$ cat src/rtl/lwf_pkg.sv
// ----------------------------------------------------------------------------
// lwf_pkg: shared types and constants of the LCD window write formatter
// Panel command codes, register indexes, byte slot codes and the job record
// that travels from the front part to the back part.
// ----------------------------------------------------------------------------
package lwf_pkg;

  // largest accepted sprite side
  localparam int unsigned MAX_DIM = 512;

  // panel commands
  localparam logic [7:0] CMD_CASET = 8'h2A;
  localparam logic [7:0] CMD_RASET = 8'h2B;
  localparam logic [7:0] CMD_RAMWR = 8'h2C;

  // register reset values
  localparam logic [8:0] PANEL_WIDTH_RST  = 9'd320;
  localparam logic [8:0] PANEL_HEIGHT_RST = 9'd240;

  // job queue
  localparam int unsigned JOB_DEPTH = 4;
  localparam int unsigned JOB_PTR_W = $clog2(JOB_DEPTH);

  typedef enum logic [1:0] {
    REG_PANEL_WIDTH,
    REG_PANEL_HEIGHT,
    REG_COLUMN_OFFSET,
    REG_ROW_OFFSET
  } cfg_reg_t;

  // byte positions within one job: window write, then the two pixel bytes
  typedef enum logic [3:0] {
    SLOT_CASET,
    SLOT_CS_HI,
    SLOT_CS_LO,
    SLOT_CE_HI,
    SLOT_CE_LO,
    SLOT_RASET,
    SLOT_RS_HI,
    SLOT_RS_LO,
    SLOT_RE_HI,
    SLOT_RE_LO,
    SLOT_RAMWR,
    SLOT_PIX_LO,
    SLOT_PIX_HI
  } slot_t;

  typedef struct packed {
    logic [8:0] panel_width;
    logic [8:0] panel_height;
    logic [7:0] column_offset;
    logic [7:0] row_offset;
  } cfg_t;

  typedef struct packed {
    logic        win;     // send a window write first
    logic        pix_en;  // send the pixel
    logic [15:0] cs;
    logic [15:0] ce;
    logic [15:0] rs;
    logic [15:0] re;
    logic [15:0] pix;
  } job_t;

endpackage

$ cat src/rtl/lwf_front.sv
// ----------------------------------------------------------------------------
// lwf_front: sprite tracking and pixel classification
// Takes pixels, keeps sprite geometry and position counters, and turns each
// pixel that produces output into a job record for the back part.
// ----------------------------------------------------------------------------
module lwf_front import lwf_pkg::*; (
  input  logic        clk,
  input  logic        rst,
  input  logic        push,
  output logic        full,
  input  logic        mode,
  input  logic        first_pixel,
  input  logic [8:0]  pos_x,
  input  logic [8:0]  pos_y,
  input  logic [9:0]  sprite_width,
  input  logic [9:0]  sprite_height,
  input  logic [15:0] pixel,
  input  cfg_t        cfg,
  output job_t        job,
  output logic        job_valid,
  input  logic        job_ready
);

  // sprite state
  logic       latched_mode;
  logic [9:0] latched_width;
  logic [9:0] latched_height;
  logic [9:0] base_col;
  logic [9:0] base_row;
  logic [9:0] col_count;
  logic [9:0] row_count;
  logic       sprite_dropped;

  // classify stage
  logic        s1_valid;
  logic        s1_mode;
  logic [9:0]  s1_width;
  logic [9:0]  s1_height;
  logic [9:0]  s1_base_col;
  logic [9:0]  s1_base_row;
  logic [9:0]  s1_col;
  logic [9:0]  s1_row;
  logic [15:0] s1_pixel;

  logic       eff_mode;
  logic [9:0] eff_width;
  logic [9:0] eff_height;
  logic [9:0] eff_base_col;
  logic [9:0] eff_base_row;
  logic [9:0] eff_col;
  logic [9:0] eff_row;
  logic       new_drop;
  logic       eff_drop;
  logic       item_active;
  logic       col_wrap;
  logic       s1_free;
  logic       accept;

  always_comb begin
    new_drop = (pos_x > cfg.panel_width) || (pos_y > cfg.panel_height) ||
               (sprite_width == '0) || (sprite_height == '0) ||
               (sprite_width > 10'(MAX_DIM)) || (sprite_height > 10'(MAX_DIM));
    eff_mode     = first_pixel ? mode : latched_mode;
    eff_width    = first_pixel ? sprite_width : latched_width;
    eff_height   = first_pixel ? sprite_height : latched_height;
    eff_base_col = first_pixel ? ({1'b0, pos_x} + {2'b0, cfg.column_offset}) : base_col;
    eff_base_row = first_pixel ? ({1'b0, pos_y} + {2'b0, cfg.row_offset}) : base_row;
    eff_col      = first_pixel ? '0 : col_count;
    eff_row      = first_pixel ? '0 : row_count;
    eff_drop     = first_pixel ? new_drop : sprite_dropped;
    item_active  = !eff_drop && (eff_width != '0) && (eff_row < eff_height);
    col_wrap     = ({1'b0, eff_col} + 11'd1) >= {1'b0, eff_width};
  end

  assign s1_free = !s1_valid || !job_valid || job_ready;
  assign full    = !s1_free;
  assign accept  = push && s1_free;

  always_ff @(posedge clk) begin
    if (rst) begin
      latched_mode   <= 1'b0;
      latched_width  <= '0;
      latched_height <= '0;
      base_col       <= '0;
      base_row       <= '0;
      col_count      <= '0;
      row_count      <= '0;
      sprite_dropped <= 1'b0;
      s1_valid       <= 1'b0;
    end else begin
      if (accept) begin
        if (first_pixel) begin
          latched_mode   <= mode;
          latched_width  <= sprite_width;
          latched_height <= sprite_height;
          base_col       <= eff_base_col;
          base_row       <= eff_base_row;
          sprite_dropped <= new_drop;
          col_count      <= '0;
          row_count      <= '0;
        end
        if (item_active) begin
          if (col_wrap) begin
            col_count <= '0;
            row_count <= eff_row + 10'd1;
          end else begin
            col_count <= eff_col + 10'd1;
          end
        end
      end
      if (s1_free) begin
        s1_valid <= accept && item_active;
      end
    end
  end

  always_ff @(posedge clk) begin
    if (accept) begin
      s1_mode     <= eff_mode;
      s1_width    <= eff_width;
      s1_height   <= eff_height;
      s1_base_col <= eff_base_col;
      s1_base_row <= eff_base_row;
      s1_col      <= eff_col;
      s1_row      <= eff_row;
      s1_pixel    <= pixel;
    end
  end

  // diamond span of the row: columns shift .. span_end
  logic signed [12:0] shift;
  logic signed [12:0] span_end;
  logic signed [12:0] row2;
  logic signed [12:0] half_w;
  logic signed [12:0] w_s;
  logic signed [12:0] h_s;
  logic signed [12:0] col_s;
  logic               upper;
  logic               in_span;
  logic [15:0]        base16;
  logic [15:0]        row16;

  always_comb begin
    row2   = $signed({2'b0, s1_row, 1'b0});
    half_w = $signed({4'b0, s1_width[9:1]});
    w_s    = $signed({3'b0, s1_width});
    h_s    = $signed({3'b0, s1_height});
    col_s  = $signed({3'b0, s1_col});
    upper  = s1_row < {1'b0, s1_height[9:1]};
    if (upper) begin
      shift    = half_w - row2 - 13'sd2;
      span_end = half_w + row2 + 13'sd1;
    end else begin
      shift    = row2 - h_s;
      span_end = w_s - row2 + h_s - 13'sd1;
    end
    in_span = (col_s >= shift) && (col_s <= span_end);
    base16  = {6'b0, s1_base_col};
    row16   = {6'b0, s1_base_row};

    job.pix = s1_pixel;
    if (!s1_mode) begin
      job.win    = (s1_col == '0) && (s1_row == '0);
      job.pix_en = 1'b1;
      job.cs     = base16;
      job.ce     = base16 + {6'b0, s1_width} - 16'd1;
      job.rs     = row16;
      job.re     = row16 + {6'b0, s1_height} - 16'd1;
    end else begin
      job.win    = (s1_col == '0);
      job.pix_en = in_span;
      job.cs     = base16 + {{3{shift[12]}}, shift};
      job.ce     = base16 + {{3{span_end[12]}}, span_end};
      job.rs     = row16 + {6'b0, s1_row};
      job.re     = row16 + {6'b0, s1_row};
    end
    job_valid = s1_valid && (job.win || job.pix_en);
  end

endmodule

$ cat src/rtl/lwf_job_fifo.sv
// ----------------------------------------------------------------------------
// lwf_job_fifo: short job queue
// First-word-fall-through queue between classification and byte output.
// ----------------------------------------------------------------------------
module lwf_job_fifo import lwf_pkg::*; (
  input  logic clk,
  input  logic rst,
  input  logic wr_en,
  input  job_t wr_job,
  output logic ready,
  input  logic rd_en,
  output job_t head,
  output logic valid
);

  job_t                 mem [JOB_DEPTH];
  logic [JOB_PTR_W-1:0] wr_ptr;
  logic [JOB_PTR_W-1:0] rd_ptr;
  logic [JOB_PTR_W:0]   count;
  logic                 do_wr;
  logic                 do_rd;

  assign ready = count != (JOB_PTR_W + 1)'(JOB_DEPTH);
  assign valid = count != '0;
  assign do_wr = wr_en && ready;
  assign do_rd = rd_en && valid;
  assign head  = mem[rd_ptr];

  always_ff @(posedge clk) begin
    if (rst) begin
      wr_ptr <= '0;
      rd_ptr <= '0;
      count  <= '0;
    end else begin
      if (do_wr) begin
        wr_ptr <= wr_ptr + 1'b1;
      end
      if (do_rd) begin
        rd_ptr <= rd_ptr + 1'b1;
      end
      case ({do_wr, do_rd})
        2'b10:   count <= count + 1'b1;
        2'b01:   count <= count - 1'b1;
        default: count <= count;
      endcase
    end
  end

  always_ff @(posedge clk) begin
    if (do_wr) begin
      mem[wr_ptr] <= wr_job;
    end
  end

endmodule

$ cat src/rtl/lwf_back.sv
// ----------------------------------------------------------------------------
// lwf_back: byte sequencer
// Walks the byte slots of the head job and feeds the output register.
// ----------------------------------------------------------------------------
module lwf_back import lwf_pkg::*; (
  input  logic       clk,
  input  logic       rst,
  input  job_t       job,
  input  logic       job_valid,
  output logic       job_pop,
  output logic       empty,
  input  logic       pop,
  output logic [7:0] out_byte,
  output logic       is_data,
  output logic       last
);

  logic       started;
  slot_t      slot;
  slot_t      cur_slot;
  slot_t      end_slot;
  logic       emit_last;
  logic       out_load;
  logic [7:0] emit_byte;
  logic       emit_data;

  always_comb begin
    cur_slot  = started ? slot : (job.win ? SLOT_CASET : SLOT_PIX_LO);
    end_slot  = job.pix_en ? SLOT_PIX_HI : SLOT_RAMWR;
    emit_last = cur_slot == end_slot;
    out_load  = job_valid && (empty || pop);
    job_pop   = out_load && emit_last;
    emit_data = 1'b1;
    case (cur_slot)
      SLOT_CASET:  begin emit_byte = CMD_CASET; emit_data = 1'b0; end
      SLOT_CS_HI:  emit_byte = job.cs[15:8];
      SLOT_CS_LO:  emit_byte = job.cs[7:0];
      SLOT_CE_HI:  emit_byte = job.ce[15:8];
      SLOT_CE_LO:  emit_byte = job.ce[7:0];
      SLOT_RASET:  begin emit_byte = CMD_RASET; emit_data = 1'b0; end
      SLOT_RS_HI:  emit_byte = job.rs[15:8];
      SLOT_RS_LO:  emit_byte = job.rs[7:0];
      SLOT_RE_HI:  emit_byte = job.re[15:8];
      SLOT_RE_LO:  emit_byte = job.re[7:0];
      SLOT_RAMWR:  begin emit_byte = CMD_RAMWR; emit_data = 1'b0; end
      SLOT_PIX_LO: emit_byte = job.pix[7:0];
      SLOT_PIX_HI: emit_byte = job.pix[15:8];
      default:     emit_byte = job.pix[15:8];
    endcase
  end

  always_ff @(posedge clk) begin
    if (rst) begin
      started <= 1'b0;
      slot    <= SLOT_CASET;
      empty   <= 1'b1;
    end else begin
      if (out_load) begin
        started <= !emit_last;
        slot    <= slot_t'(cur_slot + 4'd1);
        empty   <= 1'b0;
      end else if (pop) begin
        empty <= 1'b1;
      end
    end
  end

  always_ff @(posedge clk) begin
    if (out_load) begin
      out_byte <= emit_byte;
      is_data  <= emit_data;
      last     <= emit_last;
    end
  end

`ifndef SYNTHESIS
  // a job under way stays at the queue head
  a_started_has_job: assert property (@(posedge clk) disable iff (rst)
    started |-> job_valid)
    else $error("job left the queue mid-sequence");

  // command bytes are only the three panel commands
  a_cmd_code: assert property (@(posedge clk) disable iff (rst)
    (!empty && !is_data) |->
      (out_byte == CMD_CASET) || (out_byte == CMD_RASET) || (out_byte == CMD_RAMWR))
    else $error("bad command byte");

  // a job retires only on the final byte of its form
  a_retire_slot: assert property (@(posedge clk) disable iff (rst)
    job_pop |-> (cur_slot == SLOT_RAMWR) || (cur_slot == SLOT_PIX_HI))
    else $error("job retired on an inner byte");
`endif

endmodule

$ cat src/rtl/lcd_window_write_formatter.sv
// ----------------------------------------------------------------------------
// lcd_window_write_formatter: sprite pixels to panel byte stream
// Emits CASET/RASET/RAMWR window writes and pixel bytes with the D/C flag,
// for opaque rectangles and isometric diamonds.
// ----------------------------------------------------------------------------
//
//  channel  | handshake                  | payload
//  ---------+----------------------------+------------------------------------
//  pixel in | push / full                | mode, first_pixel, pos_x, pos_y,
//           |                            | sprite_width, sprite_height, pixel
//  byte out | empty / pop                | out_byte, is_data, last
//  config   | cfg_write (no wait)        | cfg_index, cfg_data
//
//  Output runs at one byte per cycle while a job waits and the sink pops;
//  a plain pixel is 2 bytes, a pixel that opens a window 13, a window with
//  no pixel 11, as set by the byte sequencer.
//  Input takes one pixel per cycle until the 4-entry job queue and the
//  classify register are full.
//  A pixel goes through the classify register, job queue and output register.
//  rst is synchronous; config returns to 320 x 240, offsets 0.
//  Either side may stall; the job queue decouples them.
// ----------------------------------------------------------------------------
module lcd_window_write_formatter import lwf_pkg::*; (
  input  logic        clk,
  input  logic        rst,
  // pixel input
  input  logic        push,
  output logic        full,
  input  logic        mode,
  input  logic        first_pixel,
  input  logic [8:0]  pos_x,
  input  logic [8:0]  pos_y,
  input  logic [9:0]  sprite_width,
  input  logic [9:0]  sprite_height,
  input  logic [15:0] pixel,
  // byte output
  output logic        empty,
  input  logic        pop,
  output logic [7:0]  out_byte,
  output logic        is_data,
  output logic        last,
  // register writes
  input  logic        cfg_write,
  input  logic [1:0]  cfg_index,
  input  logic [8:0]  cfg_data
);

  // configuration registers; the user must write them only while idle, the block does not enforce it
  cfg_t cfg;

  always_ff @(posedge clk) begin
    if (rst) begin
      cfg.panel_width   <= PANEL_WIDTH_RST;
      cfg.panel_height  <= PANEL_HEIGHT_RST;
      cfg.column_offset <= '0;
      cfg.row_offset    <= '0;
    end else if (cfg_write) begin
      case (cfg_reg_t'(cfg_index))
        REG_PANEL_WIDTH:   cfg.panel_width   <= cfg_data;
        REG_PANEL_HEIGHT:  cfg.panel_height  <= cfg_data;
        REG_COLUMN_OFFSET: cfg.column_offset <= cfg_data[7:0];
        REG_ROW_OFFSET:    cfg.row_offset    <= cfg_data[7:0];
        default:           cfg.row_offset    <= cfg.row_offset;
      endcase
    end
  end

  // front -> queue
  job_t front_job;
  logic front_job_valid;
  logic queue_ready;

  // queue -> back
  job_t head_job;
  logic head_valid;
  logic head_pop;

  // front: tracks sprite position, classifies each pixel into a job
  lwf_front u_front (
    .clk           (clk),
    .rst           (rst),
    .push          (push),
    .full          (full),
    .mode          (mode),
    .first_pixel   (first_pixel),
    .pos_x         (pos_x),
    .pos_y         (pos_y),
    .sprite_width  (sprite_width),
    .sprite_height (sprite_height),
    .pixel         (pixel),
    .cfg           (cfg),
    .job           (front_job),
    .job_valid     (front_job_valid),
    .job_ready     (queue_ready)
  );

  // short queue lets a window write drain while pixels keep arriving
  lwf_job_fifo u_queue (
    .clk    (clk),
    .rst    (rst),
    .wr_en  (front_job_valid),
    .wr_job (front_job),
    .ready  (queue_ready),
    .rd_en  (head_pop),
    .head   (head_job),
    .valid  (head_valid)
  );

  // back: one byte per cycle into the output register while a job waits and the sink pops
  lwf_back u_back (
    .clk       (clk),
    .rst       (rst),
    .job       (head_job),
    .job_valid (head_valid),
    .job_pop   (head_pop),
    .empty     (empty),
    .pop       (pop),
    .out_byte  (out_byte),
    .is_data   (is_data),
    .last      (last)
  );

endmodule

$ cat config.mk
export PLATFORM = sky130hd
export DESIGN_NAME = lcd_window_write_formatter
export DESIGN_NICKNAME = d
export VERILOG_FILES = /design/src/rtl/lwf_pkg.sv /design/src/rtl/lwf_front.sv /design/src/rtl/lwf_job_fifo.sv /design/src/rtl/lwf_back.sv /design/src/rtl/lcd_window_write_formatter.sv
export SDC_FILE = /design/constraint.sdc
export NUM_CORES = 1
export LEC_CHECK = 0
export BUFFER_PORTS_ARGS = -buffer_cell sky130_fd_sc_hd__buf_2
export CORE_MARGIN = 8
export CORE_UTILIZATION = 40
export DETAILED_ROUTE_END_ITERATION = 7
export GPL_TIMING_DRIVEN = 0
export PLACE_DENSITY = 0.55
export SYNTH_ARGS = -nofsm -noshare
export SYNTH_HDL_FRONTEND = slang
export SYNTH_SLANG_ARGS = --single-unit
$ cat constraint.sdc
create_clock -name clk -period 10.46 [get_ports clk]
set_input_delay 1.569 -clock clk [delete_from_list [all_inputs] [get_ports clk]]
set_output_delay 1.569 -clock clk [all_outputs]
set_load 0.01 [all_outputs]
==> flow_summary.ini <==
[status]
outcome = completed

[yosys]
synth_seq_cells = 499
syn_area_per_cell_sq_um = 11.8
synth_seq_area_share = 0.509
synthesis.area_sq_um = 27200
synth_edf_count = 387
synth_cells = 2313
yosysTopAreaCellShare = 0.427
synth_nets = 2593
synth_common_cells = edfxtp_1, inv_1, ha_1, nor2_1, a21oi_1
synthTopCellsByArea = edfxtp_1, ha_1, dfxtp_1, mux4_2, xnor2_1
yosys.area.top_type = edfxtp_1
yosys_warnings = 0
async_flop_share = 0
synth.most_common_cell = edfxtp_1
synth_cell_types = 79
ys.flop_type = edfxtp_1

[global_route]
grt_pass1_vias = 18500
gr-total-overflow = 0
antenna_found_initial = 0
grt_pass1_wl_um = 113000
grtUsageTotal = 0.190
grt_max_degree = 87

[setup_path]
r2r-start = u_front.s1_row[2]
crit_path_frequent_cell = o21ai_0
cp-start-kind = flop
r2r_slack_ns = 2.92
crit_type = reg2out
arrival_ns = 6.84
critPathMaxStageDelay_ns = 0.63
rr_endpoint = u_queue.mem[2][79]
crit_required_ns = 8.89
cp-startpoint = u_front.s1_row[2]
reg2regPathDepth = 28
end_kind = output port
slowest_stage = edfxtp_1
crit_path_max_fanout = 8

[sta]
skew_ns = 0.0223
period_needed_ns = 8.41
hold_viol = 0
setup-tns-final_ns = 0
rsz0062_at_grt = no
worst_slew_pin_slew_ns = 1.11
slew_violations = 0
max_slew_margin = 0.255
finalSetupViolCount = 0
min_period_over_period = 0.804
fmax_mhz = 119

[cts]
cts.sinks = 499
insertion_delay_ns = 0.60
post_cts.repair.setup_buffers = 0
cts_root_buf = clkbuf_16
h-tree-depth = 2
cts_buffer_depth = 3
cts_resized = 0
clk_pin_slew_worst_paths_ns = 0.06
cts_made_buffers = 51
cts_tree = built
cts_hold_buf = 0

[route]
routedWlPerCell_um = 22.2
via_per_inst = 5.48
routed_wl_um = 74700
dr_wl_met3_um = 3050
highest_layer = met4
drc = 0
vias = 18400
final_antenna_net_count = 0
dr.first_iter.drc_count = 1471
wl_met1_um = 34100
met2WireLength_um = 36100
drtPass1Iterations = 5

[power_and_ir_drop]
leakagePower_nw = 11.7
p_per_area_nw_per_um2 = 174
irDropWorstVdd_v = 0.000120

[floorplanning]
dieArea_sq_um = 76700
start_util = 0.405
ios = 84
die_w_um = 277
rows = 95
core_region_area_sq_um = 67300
dieHeight_um = 277

[layout]
drive_gt1_frac = 0.125
n_antenna_cell = 0
final_net_count = 2732
syn_to_final_growth_pct = 12.1
final_area_sq_um = 30500

[run]
maxCapViolCount = 0

[worst_hold_path]
hold_depth = 2
whs_endpoint = cfg[19]
hold_class = reg2reg
worstHoldStart = cfg[19]

[place]
postPlaceCellArea_sq_um = 28800
io_buffers = 82
dp_hpwl_um = 56800
gp_congestion = 0.861
[through the flow]
step / setup WS (ns) / power, mW / hold WS (ns) / std cells / util
finish: 2.05 / 5.33 / 0.458 / 3366 / 0.454
global route: 1.59 / 5.58 / 0.485 / 3366 / 0.454
floorplan: 3.44 / 3.16 / 0.434 / 2313 / -
detailed placement: 2.81 / 3.53 / 0.450 / 3272 / 0.429
global placement: 0.630 / 3.51 / 0.441 / 3268 / 0.427
CTS: 2.15 / 5.37 / 0.459 / 3366 / 0.454
[layer usage]
layer | track usage | vias to the layer above
li1 | - | 8821
met1 | 0.257 | 9124
met2 | 0.325 | 412
met3 | 0.0220 | 82
met4 | 0.0418 | 0
met5 | 0 | -
[layout by cell type, fill, tap and decap left out, types with 33 or more instances in the layout]
| cell | count |
|---|---|
| dfxtp_1 | 112 |
| ha_1 | 195 |
| a211oi_1 | 33 |
| mux2i_1 | 62 |
| a21o_1 | 40 |
| nor2_1 | 177 |
| mux4_2 | 75 |
| nand2_1 | 131 |
| xnor2_1 | 95 |
| a21oi_1 | 142 |
| inv_1 | 206 |
| edfxtp_1 | 387 |
| clkbuf_1 | 57 |
| clkbuf_16 | 52 |
| nand3_1 | 36 |
| buf_2 | 90 |
| o21ai_0 | 97 |
| nor2b_1 | 33 |
[cell families after synthesis]
family | count (synthesis) | synth area share
simple gates | 542 | 0.0958
flops | 499 | 0.509
compound gates | 485 | 0.117
buf+inv | 286 | 0.0413
fa+ha+maj | 208 | 0.0992
mux | 170 | 0.0985
xor+xnor | 123 | 0.0396
[worst max-delay path, delay by kind of cell (launching register included)]
kind                     cells  cell delay [ns]
AO/OA/AOI/OAI               10             1.97
AND/OR/NAND/NOR              8             1.76
adder cells (fa/ha/maj)      4             1.28
flip-flops                   1             0.63
buffers and inverters        5             0.46
XOR/XNOR                     1             0.16
[flip-flops by register name (all words and copies together) (netlist names), 3 cells and up, named ones only]
register	count
u_front.row_count	10
u_front.base_row	10
u_front.latched_width	10
u_queue.count	3
u_front.base_col	10
u_front.s1_row	10
u_back.out_byte	8
u_front.s1_height	10
u_front.latched_height	10
u_front.s1_width	10
u_front.s1_base_col	10
u_back.slot	4
u_front.s1_base_row	10
u_front.s1_col	10
u_front.col_count	10
cfg	34
u_queue.mem	300
u_front.s1_pixel	16
[power breakdown]
part / total [mW] / internal, mW / switching (mW)
sequential: 2.31 / 2.26 / 0.0501
clock: 1.83 / 1.05 / 0.780
combinational: 1.19 / 0.455 / 0.736
[cell type report]
type,count,area [sq um]
Inverter,208,783
Clock inverter,35,347
Sequential cell,499,13900
Multi-Input combinational cell,1528,12300
Fill cell,6215,36700
Clock buffer,59,1340
Buffer,78,340
Timing Repair Buffer,86,513
Tap cell,873,1090
[worst max path at each step]
| stage | cells past startpoint | endpoint | slack (ns) |
|---|---|---|---|
| floorplan | 27 | u_queue.mem[0][0] | 3.44 |
| global placement | 26 | u_queue.mem[0][9] | 0.63 |
| detailed placement | 27 | full | 2.81 |
| CTS | 27 | full | 2.15 |
| global route | 28 | full | 1.59 |
| finish | 28 | full | 2.05 |
Note: power is estimated with default switching activity, not from simulation.
